==> src/hdl/msf_pkg.sv <==
`default_nettype none
// ----------------------------------------------------------------------------
// msf_pkg: shared types and constants of the multimode smoothing filter
// Widths, fixed-point constants, config register map, microcode word layout
// and program addresses.
// ----------------------------------------------------------------------------
package msf_pkg;

    // Data format: signed Q16.16 samples and results
    localparam int DATA_W    = 32;
    localparam int FRAC_BITS = 16;

    // Config register widths
    localparam int MODE_W     = 2;
    localparam int RATE_W     = 16;
    localparam int S_W        = 17;
    localparam int PERIOD_W   = 25;
    localparam int PERIOD_FRAC = 24;
    localparam int CFG_IDX_W  = 4;
    localparam int CFG_DATA_W = 25;

    // Datapath widths
    localparam int D_W    = DATA_W + 1;     // exact difference of two samples
    localparam int REM_W  = DATA_W + 2;     // magnitude during the angle wrap
    localparam int MB_W   = PERIOD_W + 1;   // second multiplier operand, signed
    localparam int PROD_W = D_W + MB_W;
    localparam int ACC_W  = PROD_W + 1;
    localparam int K_W    = 4;

    // Integrate mode: s*prev is at 2^32, sample*period at 2^40
    localparam int INT_SHIFT = PERIOD_FRAC;
    localparam int INT_ALIGN = PERIOD_FRAC - FRAC_BITS;

    localparam logic [S_W-1:0] SMOOTH_ONE = S_W'(65536);

    // pi and two pi in Q16.16
    localparam logic [REM_W-1:0] PI_FIX     = REM_W'(205887);
    localparam logic [REM_W-1:0] TWO_PI_FIX = REM_W'(411775);
    localparam logic [K_W-1:0]   K_MAX      = {K_W{1'b1}};

    // Config register map
    localparam logic [CFG_IDX_W-1:0] REG_MODE          = CFG_IDX_W'(0);
    localparam logic [CFG_IDX_W-1:0] REG_RATE_HZ       = CFG_IDX_W'(1);
    localparam logic [CFG_IDX_W-1:0] REG_SMOOTHING     = CFG_IDX_W'(2);
    localparam logic [CFG_IDX_W-1:0] REG_SAMPLE_PERIOD = CFG_IDX_W'(3);

    localparam logic [RATE_W-1:0]   RATE_HZ_RST       = RATE_W'(1000);
    localparam logic [S_W-1:0]      SMOOTHING_RST     = S_W'(58982);
    localparam logic [PERIOD_W-1:0] SAMPLE_PERIOD_RST = PERIOD_W'(16777);

    typedef enum logic [MODE_W-1:0] {
        MODE_SMOOTH    = 2'd0,
        MODE_RATE      = 2'd1,
        MODE_ANGLE     = 2'd2,
        MODE_INTEGRATE = 2'd3
    } mode_t;

    typedef struct packed {
        mode_t               mode;
        logic [RATE_W-1:0]   rate_hz;
        logic [S_W-1:0]      smoothing;
        logic [PERIOD_W-1:0] sample_period;
    } cfg_t;

    // Microcode fields
    typedef enum logic [1:0] {
        MA_X, MA_PREV, MA_VEL, MA_D
    } mul_a_t;

    typedef enum logic [1:0] {
        MB_ONE_MINUS_S, MB_S, MB_RATE, MB_PERIOD
    } mul_b_t;

    typedef enum logic [2:0] {
        ACC_HOLD, ACC_RND_BLEND, ACC_RND_INT, ACC_ADD, ACC_ADD_ALIGN
    } acc_op_t;

    typedef enum logic [2:0] {
        D_HOLD, D_DIFF, D_WRAP_START, D_REM_STEP, D_WRAP_END, D_SAT_PROD
    } d_op_t;

    typedef enum logic [2:0] {
        WB_NONE, WB_PREV_X, WB_PREV_BLEND, WB_VEL_BLEND, WB_PREV_INT
    } wb_t;

    typedef enum logic [2:0] {
        J_NEXT, J_DISPATCH, J_IF_NOT_ANGLE, J_LOOP_K, J_DONE
    } jmp_t;

    localparam int PC_W       = 5;
    localparam int STEP_COUNT = 19;

    typedef struct packed {
        mul_a_t          mul_a;
        mul_b_t          mul_b;
        acc_op_t         acc_op;
        d_op_t           d_op;
        wb_t             wb;
        jmp_t            jmp;
        logic            k_load;
        logic [PC_W-1:0] target;
    } ctrl_word_t;

    // Program entry points
    localparam logic [PC_W-1:0] STEP_DISPATCH  = PC_W'(0);
    localparam logic [PC_W-1:0] STEP_SMOOTH    = PC_W'(1);
    localparam logic [PC_W-1:0] STEP_RATE      = PC_W'(5);
    localparam logic [PC_W-1:0] STEP_WRAP      = PC_W'(6);
    localparam logic [PC_W-1:0] STEP_REM       = PC_W'(7);
    localparam logic [PC_W-1:0] STEP_WRAP_END  = PC_W'(8);
    localparam logic [PC_W-1:0] STEP_SCALE     = PC_W'(9);
    localparam logic [PC_W-1:0] STEP_SAT_T     = PC_W'(10);
    localparam logic [PC_W-1:0] STEP_VBLEND0   = PC_W'(11);
    localparam logic [PC_W-1:0] STEP_VBLEND1   = PC_W'(12);
    localparam logic [PC_W-1:0] STEP_VBLEND2   = PC_W'(13);
    localparam logic [PC_W-1:0] STEP_VDONE     = PC_W'(14);
    localparam logic [PC_W-1:0] STEP_INTEGRATE = PC_W'(15);
    localparam logic [PC_W-1:0] STEP_INT1      = PC_W'(16);
    localparam logic [PC_W-1:0] STEP_INT2      = PC_W'(17);
    localparam logic [PC_W-1:0] STEP_INT_DONE  = PC_W'(18);

    localparam logic [PC_W-1:0] STEP_SM1     = PC_W'(2);
    localparam logic [PC_W-1:0] STEP_SM2     = PC_W'(3);
    localparam logic [PC_W-1:0] STEP_SM_DONE = PC_W'(4);

    typedef enum logic [1:0] {
        ST_IDLE = 2'b01,
        ST_RUN  = 2'b10
    } seq_state_t;

endpackage : msf_pkg
`default_nettype wire

==> src/hdl/msf_cfg_regs.sv <==
`default_nettype none
// ----------------------------------------------------------------------------
// msf_cfg_regs: configuration registers
// Takes register writes by index and holds mode, rate, smoothing and period.
// ----------------------------------------------------------------------------
module msf_cfg_regs (
    input  wire logic                        clk,
    input  wire logic                        rst_n,
    input  wire logic                        wr_en,
    input  wire logic [msf_pkg::CFG_IDX_W-1:0]  wr_index,
    input  wire logic [msf_pkg::CFG_DATA_W-1:0] wr_data,
    output msf_pkg::cfg_t                    cfg
);
    import msf_pkg::*;

    cfg_t cfg_reg;

    always_ff @(posedge clk or negedge rst_n)
    begin
        if (!rst_n)
        begin
            cfg_reg.mode          <= MODE_SMOOTH;
            cfg_reg.rate_hz       <= RATE_HZ_RST;
            cfg_reg.smoothing     <= SMOOTHING_RST;
            cfg_reg.sample_period <= SAMPLE_PERIOD_RST;
        end
        else if (wr_en)
        begin
            // drop writes to unknown indexes
            case (wr_index)
                REG_MODE:          cfg_reg.mode          <= mode_t'(wr_data[MODE_W-1:0]);
                REG_RATE_HZ:       cfg_reg.rate_hz       <= wr_data[RATE_W-1:0];
                REG_SMOOTHING:     cfg_reg.smoothing     <= wr_data[S_W-1:0];
                REG_SAMPLE_PERIOD: cfg_reg.sample_period <= wr_data[PERIOD_W-1:0];
                default:           cfg_reg               <= cfg_reg;
            endcase
        end
    end

    assign cfg = cfg_reg;

endmodule : msf_cfg_regs
`default_nettype wire

==> config.mk <==
export PLATFORM = sky130hd
export DESIGN_NAME = msf_cfg_regs
export DESIGN_NICKNAME = d
export VERILOG_FILES = /design/src/hdl/msf_pkg.sv /design/src/hdl/msf_cfg_regs.sv
export SDC_FILE = /design/constraint.sdc
export NUM_CORES = 1
export LEC_CHECK = 0
export ABC_AREA = 0
export ABC_CLOCK_PERIOD_IN_PS = 800
export BUFFER_PORTS_ARGS = -buffer_cell sky130_fd_sc_hd__buf_2
export CAP_MARGIN = 20
export CORE_MARGIN = 5
export CORE_UTILIZATION = 43
export DETAILED_ROUTE_END_ITERATION = 6
export PLACE_DENSITY = 0.75
export SETUP_SLACK_MARGIN = 0.2
export SLEW_MARGIN = 40
export SYNTH_ARGS = -nofsm -noshare
export SYNTH_HDL_FRONTEND = slang
export SYNTH_SLANG_ARGS = --single-unit
==> constraint.sdc <==
create_clock -name clk -period 0.8 [get_ports clk]
set_input_delay 0.12 -clock clk [delete_from_list [all_inputs] [get_ports clk]]
set_output_delay 0.12 -clock clk [all_outputs]
set_load 0.02 [all_outputs]
==> results.md <==
* Result of the run: finished, violations left
* Violated checks: hold timing, setup timing
* Startpoint-to-endpoint class of the critical path: reg2out
* Number of warnings issued by yosys at 0
* WL per Instance at 18.24 um
* Register-to-Register Setup Slack at -150 ps
* Number of standard-cell rows in the floorplan at 27
* Clock Sinks at 60
* Post-Synthesis Mean Instance Area at 17.99 um2
* Maximum number of pins on one net before global-route repair at 61
* Std-Cell Core Area at 0.005405 mm2
* FF-to-FF Start: cfg[35]
* Placed wire-length estimate at 3535 um
* Critical Path End Type: primary output
* Fin crit period at 1115 ps
* Worst skew pair latency at 320 ps
* Final Slew Violations at 0
* H-tree levels at 3
* Worst-Margin Slew at roughly 320 ps
* Worst-case setup slack after placement at -556.4 ps
* Number of global-route vias before repair at 1,861
* Critical path's slowest cell: dfstp_2
* Non-Filler Cell Area, Final at 0.003934 mm2
* Final setup vio count at 120
* RSZ-0062 raised after global routing: true
* Clock-pin slew on the worst setup and hold paths at 60 ps
* Worst-case hold slack at -210.5 ps
* Clock Skew at 0 ps
* Number of storage elements in the synthesis netlist at 60
* Top cell family by delay on the critical path: flip-flops
* Cell area after synthesis at 0.002357 mm2
* Vertical extent of the die at around 84 um
* Number of unique standard cell types used by synthesis at 13
* Initial antenna violation count at 0
* Global-route usage over all layers at 0.1839
* Buffer cell driving the clock tree root: clkbuf_8
* Effective utilization at floorplan at 0.4361
* Number of nets in the layout at 289
* Chain of cells forming the critical path: buf_6
* Worst Path Required at ~680 ps
* Vias per Instance at between 4 and 5
* Final Hold Fails at 40
* Count of mapped cells out of synthesis at 131
* Data arrival time at the worst-slack endpoint at 990 ps
* Type of origin of the critical path: flip-flop
* TritonCTS clock tree: built
* CP max stage delay at 560 ps
* First-pass DRT Iterations at 4
* Max-cap violation count at 0
* Cell leakage power at 1.910 nW
* Proportion of layout cells with a drive suffix above 1 at 0.8473
* Total overflow reported by the global router at 0
* Number of flip-flops under the largest register name at 60
* DR vias at approximately 1,600
* Worst min path class: in2async
* Highest achievable clock rate at 896.9 MHz
* First-pass GRT wire length at 9970 um
* Count of antenna diodes in the layout at 0
* Cell area after placement at 0.002978 mm2
* Die Span X at 84.04 um
* Post-route worst setup slack at -314.9 ps
* Worst slew margin relative to its limit at 0.7826
* Worst vdd rail ir drop at 2.429 mV
* CTS Buf Count at 9
* Post-route fraction of the period consumed by the critical path at 1.394
* Net count after synthesis at ~160
* I/O Pins at 92
* Antenna violation net count after detailed routing at 0
* Number of buffers and inverters on the critical path at 1
* Filler instances at about 360
* Areal power density over the cells at 2789 mW/mm2
* Syn-to-layout area delta at 66.88%
* DRT iter0 DRCs at 37
* Remaining routing DRC violations at 0
* Critical Path Fanout Max at 2
* Final weighted congestion in routability-driven placement at between 0.6 and 0.7
* Terminus of the critical flop-to-flop path: cfg[35]
* Clock Tree Buf Depth at 2
* Total wirelength of the detailed-routed design at 6092 um
* Die area at 0.007063 mm2
* Input/output buffers at 91
* Part of the Yosys area used for sequential elements at 0.6476
* R2R cell count at 3
[worst max-delay path by stage]
stage	startpoint	to	slack (ps)	cells past startpoint
floorplan	wr_index[0]	cfg[32]	-330	4
global placement	wr_index[0]	cfg[32]	-500	4
detailed placement	wr_index[0]	cfg[32]	-560	4
CTS	cfg[30]	cfg[30]	-330	1
global route	cfg[48]	cfg[48]	-350	1
finish	cfg[40]	cfg[40]	-310	1
[synth_stat cells]
library cell | count | area, um2
mux2_2 | 49 | 551.8
dfrtp_1 | 40 | 1001
dfstp_2 | 20 | 525.5
mux2_4 | 10 | 150.1
buf_6 | 4 | 45.04
and4b_1 | 1 | 10.01
buf_2 | 1 | 5.000
mux2_1 | 1 | 11.26
nand2_4 | 1 | 11.26
nand4_2 | 1 | 12.51
nor2_1 | 1 | 3.750
nor2b_1 | 1 | 6.260
nor4b_4 | 1 | 23.77
[metrics by stage]
stage                     hold WS, ps  power, W  utilization  std cells  TNS [ps]
after global routing           -197.5   0.01150       0.7278        334    -22740
after global placement          147.4  0.007001       0.5509        296    -25250
after CTS                      -216.5   0.01093       0.7111        328    -19260
after detailed placement        149.2  0.007084       0.5509        296    -26610
after floorplan                -175.6  0.006003            -        131    -12480
final                          -210.5   0.01097       0.7278        334    -19130
[kinds of logic (layout without fill, tap and decap cells)]
group / after synthesis / after routing / share of synthesized area
mux: 60 / 60 / 0.3025
flops: 60 / 60 / 0.6476
simple gates: 6 / 6 / 0.02866
buf+inv: 5 / 136 / 0.02123
[timing repair]
action,CTS,global route
pin swaps,4,3
setup buffers,12,6
gates cloned,4,0
endpoints found under the setup margin,120,120
hold endpoints to repair,40,40
gates resized for setup,147,9
[layer usage]
metal | routed length (um) | GRT usage | vias to the layer above
met3 | 393 | 0.06120 | 9
li1 | - | - | 718
met2 | 3256 | 0.3164 | 58
met4 | 78 | 0.06140 | 0
met5 | 0 | 0 | -
met1 | 2363 | 0.2141 | 840
[report_power, final]
group / leakage, nW / internal [W] / switching (W)
Combinational: 1.11 / 0.00235 / 0.00163
Sequential: 0.700 / 0.00392 / 0.000546
Clock: 0.0982 / 0.00136 / 0.00116
Total: 1.91 / 0.00763 / 0.00334
[cell usage in the layout, fill, tap and decap left out]
| cell type | n |
|---|---|
| and4b_2 | 1 |
| buf_12 | 5 |
| buf_16 | 4 |
| buf_2 | 29 |
| buf_4 | 9 |
| buf_6 | 70 |
| buf_8 | 3 |
| clkbuf_8 | 12 |
| clkinv_2 | 3 |
| clkinvlp_4 | 1 |
| dfrtp_1 | 40 |
| dfstp_2 | 20 |
| mux2_2 | 32 |
| mux2_4 | 28 |
| nand2_4 | 1 |
| nand4_4 | 1 |
| nor2_4 | 1 |
| nor2b_4 | 1 |
| nor4b_4 | 1 |
[area by class of cell]
class                   count  area, um2  area share
clock buffers              12      165.2     0.04198
clock inverters             4      22.52    0.005725
multi-input cells          66      873.3      0.2220
flip-flops and latches     60       1526      0.3880
well taps                  72      90.09     0.02290
repair buffers            120       1256      0.3193
No activity file was read; power rests on OpenSTA's default activity.
