--- src/hdl/msf_pkg.sv ---
`default_nettype none
// ----------------------------------------------------------------------------
// msf_pkg: shared types and constants of the multimode smoothing filter
// Widths, fixed-point constants, config register map, microcode word layout
// and program addresses.
// ----------------------------------------------------------------------------
package msf_pkg;

    // Data format: signed Q16.16 samples and results
    localparam int DATA_W    = 32;
    localparam int FRAC_BITS = 16;

    // Config register widths
    localparam int MODE_W     = 2;
    localparam int RATE_W     = 16;
    localparam int S_W        = 17;
    localparam int PERIOD_W   = 25;
    localparam int PERIOD_FRAC = 24;
    localparam int CFG_IDX_W  = 4;
    localparam int CFG_DATA_W = 25;

    // Datapath widths
    localparam int D_W    = DATA_W + 1;     // exact difference of two samples
    localparam int REM_W  = DATA_W + 2;     // magnitude during the angle wrap
    localparam int MB_W   = PERIOD_W + 1;   // second multiplier operand, signed
    localparam int PROD_W = D_W + MB_W;
    localparam int ACC_W  = PROD_W + 1;
    localparam int K_W    = 4;

    // Integrate mode: s*prev is at 2^32, sample*period at 2^40
    localparam int INT_SHIFT = PERIOD_FRAC;
    localparam int INT_ALIGN = PERIOD_FRAC - FRAC_BITS;

    localparam logic [S_W-1:0] SMOOTH_ONE = S_W'(65536);

    // pi and two pi in Q16.16
    localparam logic [REM_W-1:0] PI_FIX     = REM_W'(205887);
    localparam logic [REM_W-1:0] TWO_PI_FIX = REM_W'(411775);
    localparam logic [K_W-1:0]   K_MAX      = {K_W{1'b1}};

    // Config register map
    localparam logic [CFG_IDX_W-1:0] REG_MODE          = CFG_IDX_W'(0);
    localparam logic [CFG_IDX_W-1:0] REG_RATE_HZ       = CFG_IDX_W'(1);
    localparam logic [CFG_IDX_W-1:0] REG_SMOOTHING     = CFG_IDX_W'(2);
    localparam logic [CFG_IDX_W-1:0] REG_SAMPLE_PERIOD = CFG_IDX_W'(3);

    localparam logic [RATE_W-1:0]   RATE_HZ_RST       = RATE_W'(1000);
    localparam logic [S_W-1:0]      SMOOTHING_RST     = S_W'(58982);
    localparam logic [PERIOD_W-1:0] SAMPLE_PERIOD_RST = PERIOD_W'(16777);

    typedef enum logic [MODE_W-1:0] {
        MODE_SMOOTH    = 2'd0,
        MODE_RATE      = 2'd1,
        MODE_ANGLE     = 2'd2,
        MODE_INTEGRATE = 2'd3
    } mode_t;

    typedef struct packed {
        mode_t               mode;
        logic [RATE_W-1:0]   rate_hz;
        logic [S_W-1:0]      smoothing;
        logic [PERIOD_W-1:0] sample_period;
    } cfg_t;

    // Microcode fields
    typedef enum logic [1:0] {
        MA_X, MA_PREV, MA_VEL, MA_D
    } mul_a_t;

    typedef enum logic [1:0] {
        MB_ONE_MINUS_S, MB_S, MB_RATE, MB_PERIOD
    } mul_b_t;

    typedef enum logic [2:0] {
        ACC_HOLD, ACC_RND_BLEND, ACC_RND_INT, ACC_ADD, ACC_ADD_ALIGN
    } acc_op_t;

    typedef enum logic [2:0] {
        D_HOLD, D_DIFF, D_WRAP_START, D_REM_STEP, D_WRAP_END, D_SAT_PROD
    } d_op_t;

    typedef enum logic [2:0] {
        WB_NONE, WB_PREV_X, WB_PREV_BLEND, WB_VEL_BLEND, WB_PREV_INT
    } wb_t;

    typedef enum logic [2:0] {
        J_NEXT, J_DISPATCH, J_IF_NOT_ANGLE, J_LOOP_K, J_DONE
    } jmp_t;

    localparam int PC_W       = 5;
    localparam int STEP_COUNT = 19;

    typedef struct packed {
        mul_a_t          mul_a;
        mul_b_t          mul_b;
        acc_op_t         acc_op;
        d_op_t           d_op;
        wb_t             wb;
        jmp_t            jmp;
        logic            k_load;
        logic [PC_W-1:0] target;
    } ctrl_word_t;

    // Program entry points
    localparam logic [PC_W-1:0] STEP_DISPATCH  = PC_W'(0);
    localparam logic [PC_W-1:0] STEP_SMOOTH    = PC_W'(1);
    localparam logic [PC_W-1:0] STEP_RATE      = PC_W'(5);
    localparam logic [PC_W-1:0] STEP_WRAP      = PC_W'(6);
    localparam logic [PC_W-1:0] STEP_REM       = PC_W'(7);
    localparam logic [PC_W-1:0] STEP_WRAP_END  = PC_W'(8);
    localparam logic [PC_W-1:0] STEP_SCALE     = PC_W'(9);
    localparam logic [PC_W-1:0] STEP_SAT_T     = PC_W'(10);
    localparam logic [PC_W-1:0] STEP_VBLEND0   = PC_W'(11);
    localparam logic [PC_W-1:0] STEP_VBLEND1   = PC_W'(12);
    localparam logic [PC_W-1:0] STEP_VBLEND2   = PC_W'(13);
    localparam logic [PC_W-1:0] STEP_VDONE     = PC_W'(14);
    localparam logic [PC_W-1:0] STEP_INTEGRATE = PC_W'(15);
    localparam logic [PC_W-1:0] STEP_INT1      = PC_W'(16);
    localparam logic [PC_W-1:0] STEP_INT2      = PC_W'(17);
    localparam logic [PC_W-1:0] STEP_INT_DONE  = PC_W'(18);

    localparam logic [PC_W-1:0] STEP_SM1     = PC_W'(2);
    localparam logic [PC_W-1:0] STEP_SM2     = PC_W'(3);
    localparam logic [PC_W-1:0] STEP_SM_DONE = PC_W'(4);

    typedef enum logic [1:0] {
        ST_IDLE = 2'b01,
        ST_RUN  = 2'b10
    } seq_state_t;

endpackage : msf_pkg
`default_nettype wire

--- src/hdl/msf_ucode_rom.sv ---
`default_nettype none
// ----------------------------------------------------------------------------
// msf_ucode_rom: control store
// One control word per program step for the four filter modes.
// ----------------------------------------------------------------------------
module msf_ucode_rom (
    input  wire logic [msf_pkg::PC_W-1:0] pc,
    output msf_pkg::ctrl_word_t           ctrl
);
    import msf_pkg::*;

    always_comb
    begin
        case (pc)
            STEP_DISPATCH:
                ctrl = '{MA_X, MB_S, ACC_HOLD, D_HOLD, WB_NONE, J_DISPATCH, 1'b0, STEP_SMOOTH};

            // smooth: prev = blend(x, prev)
            STEP_SMOOTH:
                ctrl = '{MA_X, MB_ONE_MINUS_S, ACC_RND_BLEND, D_HOLD, WB_NONE, J_NEXT,
                         1'b0, STEP_DISPATCH};
            STEP_SM1:
                ctrl = '{MA_PREV, MB_S, ACC_ADD, D_HOLD, WB_NONE, J_NEXT, 1'b0, STEP_DISPATCH};
            STEP_SM2:
                ctrl = '{MA_PREV, MB_S, ACC_ADD, D_HOLD, WB_NONE, J_NEXT, 1'b0, STEP_DISPATCH};
            STEP_SM_DONE:
                ctrl = '{MA_X, MB_S, ACC_HOLD, D_HOLD, WB_PREV_BLEND, J_DONE, 1'b0,
                         STEP_DISPATCH};

            // rate and angle rate
            STEP_RATE:
                ctrl = '{MA_X, MB_S, ACC_HOLD, D_DIFF, WB_NONE, J_IF_NOT_ANGLE, 1'b0, STEP_SCALE};
            STEP_WRAP:
                ctrl = '{MA_X, MB_S, ACC_HOLD, D_WRAP_START, WB_NONE, J_NEXT, 1'b1,
                         STEP_DISPATCH};
            STEP_REM:
                ctrl = '{MA_X, MB_S, ACC_HOLD, D_REM_STEP, WB_NONE, J_LOOP_K, 1'b0, STEP_REM};
            STEP_WRAP_END:
                ctrl = '{MA_X, MB_S, ACC_HOLD, D_WRAP_END, WB_NONE, J_NEXT, 1'b0, STEP_DISPATCH};
            STEP_SCALE:
                ctrl = '{MA_D, MB_RATE, ACC_HOLD, D_HOLD, WB_NONE, J_NEXT, 1'b0, STEP_DISPATCH};
            STEP_SAT_T:
                ctrl = '{MA_D, MB_RATE, ACC_RND_BLEND, D_SAT_PROD, WB_PREV_X, J_NEXT, 1'b0,
                         STEP_DISPATCH};
            STEP_VBLEND0:
                ctrl = '{MA_D, MB_ONE_MINUS_S, ACC_HOLD, D_HOLD, WB_NONE, J_NEXT, 1'b0,
                         STEP_DISPATCH};
            STEP_VBLEND1:
                ctrl = '{MA_VEL, MB_S, ACC_ADD, D_HOLD, WB_NONE, J_NEXT, 1'b0, STEP_DISPATCH};
            STEP_VBLEND2:
                ctrl = '{MA_VEL, MB_S, ACC_ADD, D_HOLD, WB_NONE, J_NEXT, 1'b0, STEP_DISPATCH};
            STEP_VDONE:
                ctrl = '{MA_X, MB_S, ACC_HOLD, D_HOLD, WB_VEL_BLEND, J_DONE, 1'b0, STEP_DISPATCH};

            // leaky integrate: prev = s*prev + x*period
            STEP_INTEGRATE:
                ctrl = '{MA_PREV, MB_S, ACC_RND_INT, D_HOLD, WB_NONE, J_NEXT, 1'b0,
                         STEP_DISPATCH};
            STEP_INT1:
                ctrl = '{MA_X, MB_PERIOD, ACC_ADD_ALIGN, D_HOLD, WB_NONE, J_NEXT, 1'b0,
                         STEP_DISPATCH};
            STEP_INT2:
                ctrl = '{MA_X, MB_PERIOD, ACC_ADD, D_HOLD, WB_NONE, J_NEXT, 1'b0, STEP_DISPATCH};
            STEP_INT_DONE:
                ctrl = '{MA_X, MB_S, ACC_HOLD, D_HOLD, WB_PREV_INT, J_DONE, 1'b0, STEP_DISPATCH};

            default:
                ctrl = '{MA_X, MB_S, ACC_HOLD, D_HOLD, WB_NONE, J_DONE, 1'b0, STEP_DISPATCH};
        endcase
    end

endmodule : msf_ucode_rom
`default_nettype wire

--- config.mk ---
export PLATFORM = sky130hd
export DESIGN_NAME = msf_ucode_rom
export DESIGN_NICKNAME = d
export VERILOG_FILES = /design/src/hdl/msf_pkg.sv /design/src/hdl/msf_ucode_rom.sv
export SDC_FILE = /design/constraint.sdc
export NUM_CORES = 1
export LEC_CHECK = 0
export BUFFER_PORTS_ARGS = -buffer_cell sky130_fd_sc_hd__buf_2
export CAP_MARGIN = 20
export CORE_AREA = 2 2 39 41
export DETAILED_ROUTE_END_ITERATION = 7
export DIE_AREA = 0 0 41 43
export SYNTH_ARGS = -nofsm -noshare
export SYNTH_HDL_FRONTEND = slang
export SYNTH_SLANG_ARGS = --single-unit
export TNS_END_PERCENT = 50
--- constraint.sdc ---
create_clock -name vclk -period 1.8
set_clock_uncertainty 0.15 [all_clocks]
set_input_delay 0.36 -clock vclk [all_inputs]
set_output_delay 0.36 -clock vclk [all_outputs]
set_load 0.01 [all_outputs]
==> metrics.csv, run 1 <==
stage,metric,value,unit
synth,Syn Inst Count,62,
global_routing,first-pass GRT wire length,1830,um
place,Place WS,-0.0898,ns
sta,Max Freq,570,MHz
final_layout,antenna diode count,0,
pwr,Leak,0.382,nW
setup_path,WS Path Type,in -> out,
floorplanning,Initial Util,30.5,%
route,DRT iter0 DRCs,10,
sta,unrepaired setup endpoints after global routing,yes,
route,vias per std cell,4.60,
global_routing,All-Layer GR Usage,14.0,%
synth,area fraction in compound gates after synthesis,23.4,%
setup_path,"Arr. time, crit path",1.24,ns
pwr,Final Total Pwr,0.141,mW
synth,"Distinct cells, synth",28,
sta,fin. max-slew vios,0,
floorplanning,core area,0.00138,mm^2
floorplanning,# rows,14,
setup_path,Critical Path RT,1.29,ns
final_layout,Area Growth Syn to Fin,68.0,%
synth,top-area cell type share of the netlist area,17.8,%
synth,Syn Nets,73,
place,DP Area,611,um^2
final_layout,register area,0,um^2
global_routing,number of global-route vias before repair,443,
floorplanning,IO Pins,27,
synth,Area contributors post-synth,"ha_1 18%, and3_2 12%, nor2_1 7.1%, a21boi_0 5.3%, buf_4 5.3%",
sta,Hold Worst Slack,0.997,ns
global_routing,initial antenna violation count,0,
floorplanning,die area,0.00176,mm^2
final_layout,FFs & Latches,0,
min_path,Hold WC Path Type,in -> out,
route,WL per Instance,10.8,um
synth,cell area after synthesis,422,um^2
route,DRC violation count after routing,0,
synth,Adder-Cell Fraction of Synth Area,17.8,%
sta,fin crit period,1.75,ns
final_layout,Filler Cell Count,145,
final_layout,fin nets,106,
place,post-DP HPWL,931,um
setup_path,startpoint types,primary input,
synth,"Seq/Total Area, Yosys",0,%
route,Post-Route WL,1180,um
pwr,power per cell area,199,mW/mm^2
route,Final ANT Viol Nets,0,
setup_path,crit-path max FO,4,
final_layout,post-route design area,708,um^2
final_layout,layout cells sized above 1,62.4,%
setup_path,endpoint class of the critical path,output pin,
synth,main combinational cell family by area after synthesis,simple AND/OR/NAND/NOR gates,
global_routing,GRT overflow,0,
synth,Syn Area/Cell,6.80,um^2
synth,post-synthesis mux area share,2.37,%
sta,Fin. Hold Viols,0,
route,first drt pass iteration count,4,
place,gp weighted congestion,0.832,
sta,PnR worst setup slack,0.0463,ns
floorplanning,Die Ht,43,um
global_routing,largest net degree at the start of global routing,15,
pwr,peak supply drop,94.7,uV
outcome,status,"finished, final reports clean",
floorplanning,Die X,41,um
synth,cell taking the most area after synthesis,ha_1,
place,IO buf count,26,
final_layout,clock buffers,0,
sta,final worst-path cycle share,97.4,%
synth,Post-Synth Simple-Gate Area,41.5,%
final_layout,Final Core Density,51.2,%
synth,xor/xnor share of the synthesized area,0,%
synth,Synth Warn #,0,
cts,Post-CTS Setup Inserts,0,
route,routed vias,501,
sta,"Setup violations, final",0,
job,maxcap violations,0,
[worst paths after layout]
check,end,slack (ns),from,cells after the start
worst max-delay path,ctrl[18],0.05,pc[0],6
worst min-delay path,ctrl[18],1.0,pc[4],3
[layout make-up]
cell class / count / area [um^2] / area share, %
Multi-Input combinational cell: 52 / 435 / 61.5
Timing Repair Buffer: 37 / 233 / 32.9
Inverter: 4 / 20.0 / 2.83
Tap cell: 16 / 20.0 / 2.83
[report_power, final]
group	total (mW)	switching, mW	internal, mW	leakage (nW)
clock	0	0	0	0
sequential	0	0	0	0
combinational	0.141	0.0725	0.0687	0.382
total	0.141	0.0725	0.0687	0.382
[placed cells by master, fill, tap and decap left out, drive strengths merged]
master / Yosys / layout
nand2b: 4 / 4
nor2: 8 / 8
o21a: 1 / 1
o22ai: 1 / 1
o32ai: 1 / 1
a22oi: 1 / 1
nand2: 4 / 4
and3: 7 / 7
or2: 1 / 1
o22a: 1 / 1
o21ai: 3 / 3
a211oi: 1 / 1
and2: 1 / 1
and2b: 1 / 1
or3: 1 / 1
inv: 4 / 4
mux2i: 1 / 1
buf: 5 / 37
conb: 1 / 1
a21boi: 3 / 3
a21oi: 2 / 2
nor2b: 2 / 2
ha: 6 / 6
nor3: 1 / 1
[cell families after synthesis]
group	count (synthesis)
AO/OA/AOI/OAI	14
adder cells (fa/ha/maj)	6
other	1
multiplexers	1
buffers and inverters	10
AND/OR/NAND/NOR	30
[metal layers]
metal | vias to the layer above | part of all wire, % | GRT usage (%)
met4 | 0 | 0 | 0
met2 | 11 | 50 | 24.1
met5 | - | 0 | 0
met1 | 221 | 46 | 19.9
li1 | 269 | - | -
met3 | 0 | 3.8 | 0
[critical path, stage by stage]
cell and delay [ns]:
buf_6 0.09, buf_4 0.13, ha_4 0.16, mux2i_1 0.06, or3_1 0.30, buf_2 0.14
[Yosys cell counts]
cell / n
nor2_1: 8
and3_2: 7
ha_1: 6
inv_1: 4
nand2_1: 4
a21boi_0: 3
buf_4: 3
nand2b_1: 3
o21ai_0: 3
a21oi_1: 2
nor2b_1: 2
a211oi_2: 1
a22oi_1: 1
and2_1: 1
and2b_2: 1
buf_2: 1
buf_6: 1
clkbuf_2: 1
conb_1: 1
mux2i_1: 1
nand2b_4: 1
nor3_1: 1
o21a_1: 1
o22a_1: 1
o22ai_1: 1
o32ai_1: 1
or2_1: 1
or3_1: 1
[through the flow]
| step | TNS [ns] | cells |
|---|---|---|
| global route | -0.0344 | 109 |
| CTS | -0.0436 | 109 |
| floorplan | 0 | 62 |
| finish | 0 | 109 |
| detailed placement | -0.246 | 109 |
| global placement | -0.226 | 109 |
[repair_timing]
item,4_1_cts,5_1_grt
setup endpoints to repair,6,9
hold buffers,0,0
gates resized for setup,9,17
pin swaps,1,4
Power figures use the tool's default switching activity.
==> inputs of run 2 (changes only) <==
- CELL_PAD_IN_SITES_DETAIL_PLACEMENT: default -> 1
- CELL_PAD_IN_SITES_GLOBAL_PLACEMENT: default -> 1
- CORE_AREA: 2 2 39 41 -> default
- CORE_MARGIN: default -> 2
- CORE_UTILIZATION: default -> 30
- DIE_AREA: 0 0 41 43 -> default
- PLACE_DENSITY_LB_ADDON: default -> 0.1
==> metrics.csv, run 2 (same netlist as run 1, synthesis figures left out) <==
stage,metric,value,unit,change
final_layout,Filler Cell Count,168,,was 145
global_routing,initial antenna violation count,0,,unchanged
pwr,Leak,0.388,nW,was 0.382 nW
floorplanning,Initial Util,32.4,%,was 30.5%
sta,Fin. Hold Viols,0,,unchanged
final_layout,antenna diode count,0,,unchanged
final_layout,clock buffers,0,,unchanged
pwr,peak supply drop,126,uV,was 94.7 uV
outcome,failing checks,setup timing,,
floorplanning,Die X,41.5,um,was 41 um
setup_path,WS Path Type,in -> out,,unchanged
place,Inst Count DP,107,,was 109
final_layout,fin cells,109,,unchanged
setup_path,"Arr. time, crit path",1.32,ns,was 1.24 ns
route,Final ANT Viol Nets,0,,unchanged
sta,unrepaired setup endpoints after global routing,yes,,unchanged
final_layout,multi-input combinational cell area,444,um^2,was 435 um^2
job,maxcap violations,0,,unchanged
place,IO buf count,26,,unchanged
cts,cts hold-fix bufs,0,,unchanged
floorplanning,# rows,13,,was 14
sta,fin crit period,1.83,ns,was 1.75 ns
pwr,Final Total Pwr,0.158,mW,was 0.141 mW
route,DRT iter0 DRCs,1,,was 10
setup_path,startpoint types,primary input,,unchanged
floorplanning,Die Ht,41.5,um,was 43 um
final_layout,Area Growth Syn to Fin,74.5,%,was 68.0%
final_layout,fin nets,107,,was 106
sta,Setup TNS,-0.0341,ns,was 0 ns
setup_path,Crit path largest cell delay,0.22,ns,was 0.30 ns
setup_path,Slowest cell on crit path,a21boi_2,,was or3_1
setup_path,endpoint class of the critical path,output pin,,unchanged
global_routing,largest net degree at the start of global routing,14,,was 15
place,post-DP HPWL,1080,um,was 931 um
global_routing,first-pass GRT wire length,2510,um,was 1830 um
route,vias per std cell,5.09,,was 4.60
setup_path,crit-path max FO,5,,was 4
min_path,Hold Path Depth,3,,unchanged
min_path,HP Start,pc[2],,was pc[4]
sta,final worst-path cycle share,102,%,was 97.4%
outcome,status,finished with violations,,"was finished, final reports clean"
sta,PnR worst setup slack,-0.0341,ns,was 0.0463 ns
global_routing,All-Layer GR Usage,17.7,%,was 14.0%
place,gp weighted congestion,0.757,,was 0.832
sta,"Setup violations, final",1,,was 0
global_routing,number of global-route vias before repair,533,,was 443
final_layout,Final Core Density,56.5,%,was 51.2%
route,routed vias,555,,was 501
min_path,Hold WC Path Type,in -> out,,unchanged
final_layout,FFs & Latches,0,,unchanged
final_layout,register area,0,um^2,unchanged
route,Post-Route WL,1600,um,was 1180 um
final_layout,layout cells sized above 1,66.0,%,was 62.4%
min_path,WHS Endpoint,ctrl[19],,was ctrl[18]
sta,fin. max-slew vios,0,,unchanged
sta,Max Freq,545,MHz,was 570 MHz
floorplanning,core area,0.00130,mm^2,was 0.00138 mm^2
floorplanning,die area,0.00172,mm^2,was 0.00176 mm^2
setup_path,Critical Path RT,1.29,ns,about the same
floorplanning,IO Pins,27,,unchanged
setup_path,worst-path cell chain,buf_8 -> buf_6 -> buf_4 -> nand2b_1 -> a21boi_2 -> o32ai_1 -> buf_2,,was buf_6 -> buf_4 -> ha_4 -> mux2i_1 -> or3_1 -> buf_2
final_layout,"commonest non-fill, non-tap cells in the layout","24 x buf_2, 9 x buf_4, 7 x nor2_1, 7 x and3_2",,unchanged
final_layout,"commonest non-fill, non-tap cell in the layout",buf_2,,unchanged
sta,Hold Worst Slack,1.01,ns,was 0.997 ns
route,DRC violation count after routing,0,,unchanged
global_routing,GRT overflow,0,,unchanged
route,WL per Instance,14.7,um,was 10.8 um
pwr,power per cell area,214,mW/mm^2,was 199 mW/mm^2
route,first drt pass iteration count,2,,was 4
## run 2: changes by cell type in the layout (fill, tap and decap cells not counted), sizes merged
cell / change
buf: +1
## run 2: layout make-up
| type | instances | share of cell area [%] |
|---|---|---|
| tap | 15 | 2.55 |
| timing repair buffer | 38 | 33.7 |
| multi-input combinational | 52 | 60.4 |
| inverter | 4 | 3.40 |
## run 2: stage by stage
stage,worst slack [ns],instance area [um^2]
2_1_floorplan,0.0259,422
3_3_place_gp,-0.0531,602
3_5_place_dp,-0.0860,602
4_1_cts,-0.000826,647
5_1_grt,-0.0579,736
6_report,-0.0341,736
## run 2: what timing repair did
item | in CTS | in global routing
resized for setup | 11 | 23
buffers inserted | 0 | 2
pin swaps | 2 | 5
endpoints found under the setup margin | 12 | 9
## run 2: worst max-delay path by stage
stage	start	to	slack [ns]	cells after the start
floorplan	pc[0]	ctrl[8]	0.03	5
detailed placement	pc[0]	ctrl[8]	-0.09	7
global route	pc[1]	ctrl[16]	-0.06	7
CTS	pc[1]	ctrl[8]	-0.0008	7
finish	pc[1]	ctrl[16]	-0.03	7
global placement	pc[0]	ctrl[8]	-0.05	7
## run 2: power breakdown
| part | total (mW) | leakage (nW) | switching [mW] | internal, mW |
|---|---|---|---|---|
| clock | 0 | 0 | 0 | 0 |
| sequential | 0 | 0 | 0 | 0 |
| combinational | 0.158 | 0.388 | 0.0818 | 0.0757 |
| total | 0.158 | 0.388 | 0.0818 | 0.0757 |
## run 2: critical path, delay by kind of cell
family | cells | cell delay (ns)
AO/OA/AOI/OAI | 2 | 0.32
buffers and inverters | 4 | 0.50
AND/OR/NAND/NOR | 1 | 0.13
## run 2: per-layer routing
layer	vias to the layer above	wire (um)	GRT usage, %	part of all wire (%)
li1	271	-	-	-
met1	270	673	23.1	42
met2	12	853	33.8	53
met3	2	51	0.435	3.2
met4	0	18	0	1.1
met5	-	0	0	0
==> inputs of run 3 (changes only) <==
- BUFFER_PORTS_ARGS: -buffer_cell sky130_fd_sc_hd__buf_2 -> default
- CORE_AREA: default -> 2 2 39 41
- CORE_MARGIN: 2 -> default
- CORE_UTILIZATION: 30 -> default
- DIE_AREA: default -> 0 0 41 43
- DONT_BUFFER_PORTS: default -> 1
==> metrics.csv, run 3 (same netlist as run 1, synthesis figures left out) <==
stage,metric,value,unit,change
final_layout,"commonest non-fill, non-tap cells in the layout","8 x nor2_1, 7 x and3_2, 5 x buf_4",,"was 24 x buf_2, 9 x buf_4, 7 x nor2_1, 7 x and3_2"
route,WL per Instance,15.0,um,was 14.7 um
sta,Fin. Hold Viols,0,,unchanged
pwr,power per cell area,173,mW/mm^2,was 214 mW/mm^2
place,Place WS,0.0199,ns,was -0.0860 ns
sta,Max Freq,584,MHz,was 545 MHz
route,Final ANT Viol Nets,0,,unchanged
route,Post-Route WL,1160,um,was 1600 um
pwr,peak supply drop,43.9,uV,was 126 uV
final_layout,register area,0,um^2,unchanged
final_layout,fin nets,74,,was 107
place,gp weighted congestion,0.729,,was 0.757
sta,Setup TNS,0,ns,was -0.0341 ns
setup_path,worst-path cell chain,inv_1 -> ha_2 -> nand2b_4 -> a211oi_2 -> nand2b_1,,was buf_8 -> buf_6 -> buf_4 -> nand2b_1 -> a21boi_2 -> o32ai_1 -> buf_2
place,IO buf count,0,,was 26
pwr,Leak,0.211,nW,was 0.388 nW
floorplanning,Die X,41,um,was 41.5 um
route,DRC violation count after routing,0,,unchanged
route,first drt pass iteration count,2,,unchanged
floorplanning,Die Ht,43,um,was 41.5 um
final_layout,FFs & Latches,0,,unchanged
outcome,status,"finished, final reports clean",,was finished with violations
global_routing,largest net degree at the start of global routing,19,,was 14
sta,Hold Worst Slack,0.621,ns,was 1.01 ns
setup_path,startpoint types,primary input,,unchanged
final_layout,layout cells sized above 1,27.9,%,was 66.0%
sta,fin. max-slew vios,0,,unchanged
setup_path,"Arr. time, crit path",1.20,ns,was 1.32 ns
final_layout,Area Growth Syn to Fin,4.45,%,was 74.5%
sta,PnR worst setup slack,0.0863,ns,was -0.0341 ns
sta,"Setup violations, final",0,,was 1
setup_path,crit-path max FO,5,,unchanged
final_layout,clock buffers,0,,unchanged
global_routing,GRT overflow,0,,unchanged
cts,cts hold-fix bufs,0,,unchanged
place,post-DP HPWL,898,um,was 1080 um
floorplanning,Initial Util,30.5,%,was 32.4%
global_routing,number of global-route vias before repair,364,,was 533
floorplanning,IO Pins,27,,unchanged
sta,unrepaired setup endpoints after global routing,no,,was yes
route,DRT iter0 DRCs,6,,was 1
setup_path,"delay-heaviest family, CP",adder cells,,was buffers and inverters
sta,fin crit period,1.71,ns,was 1.83 ns
route,vias per std cell,5.43,,was 5.09
final_layout,Final Core Density,31.8,%,was 56.5%
global_routing,All-Layer GR Usage,12.7,%,was 17.7%
final_layout,antenna diode count,0,,unchanged
setup_path,Worst Path Buf+Inv,1,,was 4
floorplanning,die area,0.00176,mm^2,was 0.00172 mm^2
final_layout,"commonest non-fill, non-tap cell in the layout",nor2_1,,was buf_2
route,routed vias,418,,was 555
job,maxcap violations,0,,unchanged
min_path,Hold WC Path Type,in -> out,,unchanged
setup_path,endpoint class of the critical path,output pin,,unchanged
place,Inst Count DP,77,,was 107
setup_path,WS Path Type,in -> out,,unchanged
global_routing,first-pass GRT wire length,1670,um,was 2510 um
floorplanning,# rows,14,,was 13
setup_path,Crit path largest cell delay,0.26,ns,was 0.22 ns
setup_path,Critical Path RT,1.29,ns,about the same
global_routing,initial antenna violation count,0,,unchanged
final_layout,fin cells,77,,was 109
sta,final worst-path cycle share,95.2,%,was 102%
floorplanning,core area,0.00138,mm^2,was 0.00130 mm^2
cts,Post-CTS Setup Inserts,0,,unchanged
setup_path,Slowest cell on crit path,ha_2,,was a21boi_2
-- run 3: cell types whose count changed in the layout (fill, tap and decap cells not counted), moves of 3 or more --
cell | previous run | this run
buf_6 | 4 | 0
ha_4 | 4 | 0
buf_4 | 9 | 5
ha_1 | 1 | 4
buf_2 | 24 | 0
-- run 3: through the flow --
stage / power, mW / area (um^2)
floorplan: 0.0722 / 422
finish: 0.0763 / 440
global placement: 0.0769 / 435
CTS: 0.0765 / 435
detailed placement: 0.0762 / 435
global route: 0.0850 / 440
-- run 3: cell type report --
type,count,area (um^2)
Fill cell,188,943
Inverter,4,15.0
Multi-Input combinational cell,52,368
Tap cell,16,20.0
Timing Repair Buffer,5,37.5
-- run 3: timing repair --
action | 4_1_cts | 5_1_grt
resized for setup | 0 | 2
hold endpoints to repair | 0 | 0
setup endpoints to repair | 0 | 4
-- run 3: path summary, 6_finish.rpt --
check | start | to | slack (ns) | cells past startpoint
max | pc[0] | ctrl[8] | 0.09 | 5
min | pc[2] | ctrl[19] | 0.62 | 1
-- run 3: where the power goes --
group / leakage [nW] / internal (mW) / switching [mW] / total [mW]
registers: 0 / 0 / 0 / 0
logic: 0.211 / 0.0338 / 0.0425 / 0.0763
clock network: 0 / 0 / 0 / 0
total: 0.211 / 0.0338 / 0.0425 / 0.0763
-- run 3: per-layer routing --
metal,part of all wire (%),wire (um),GRT usage [%],up-vias
li1,-,-,-,206
met1,47,545,18.7,201
met2,46,535,20.0,11
met3,6.6,76,2.09,0
met4,0,0,0,0
met5,0,0,0,-
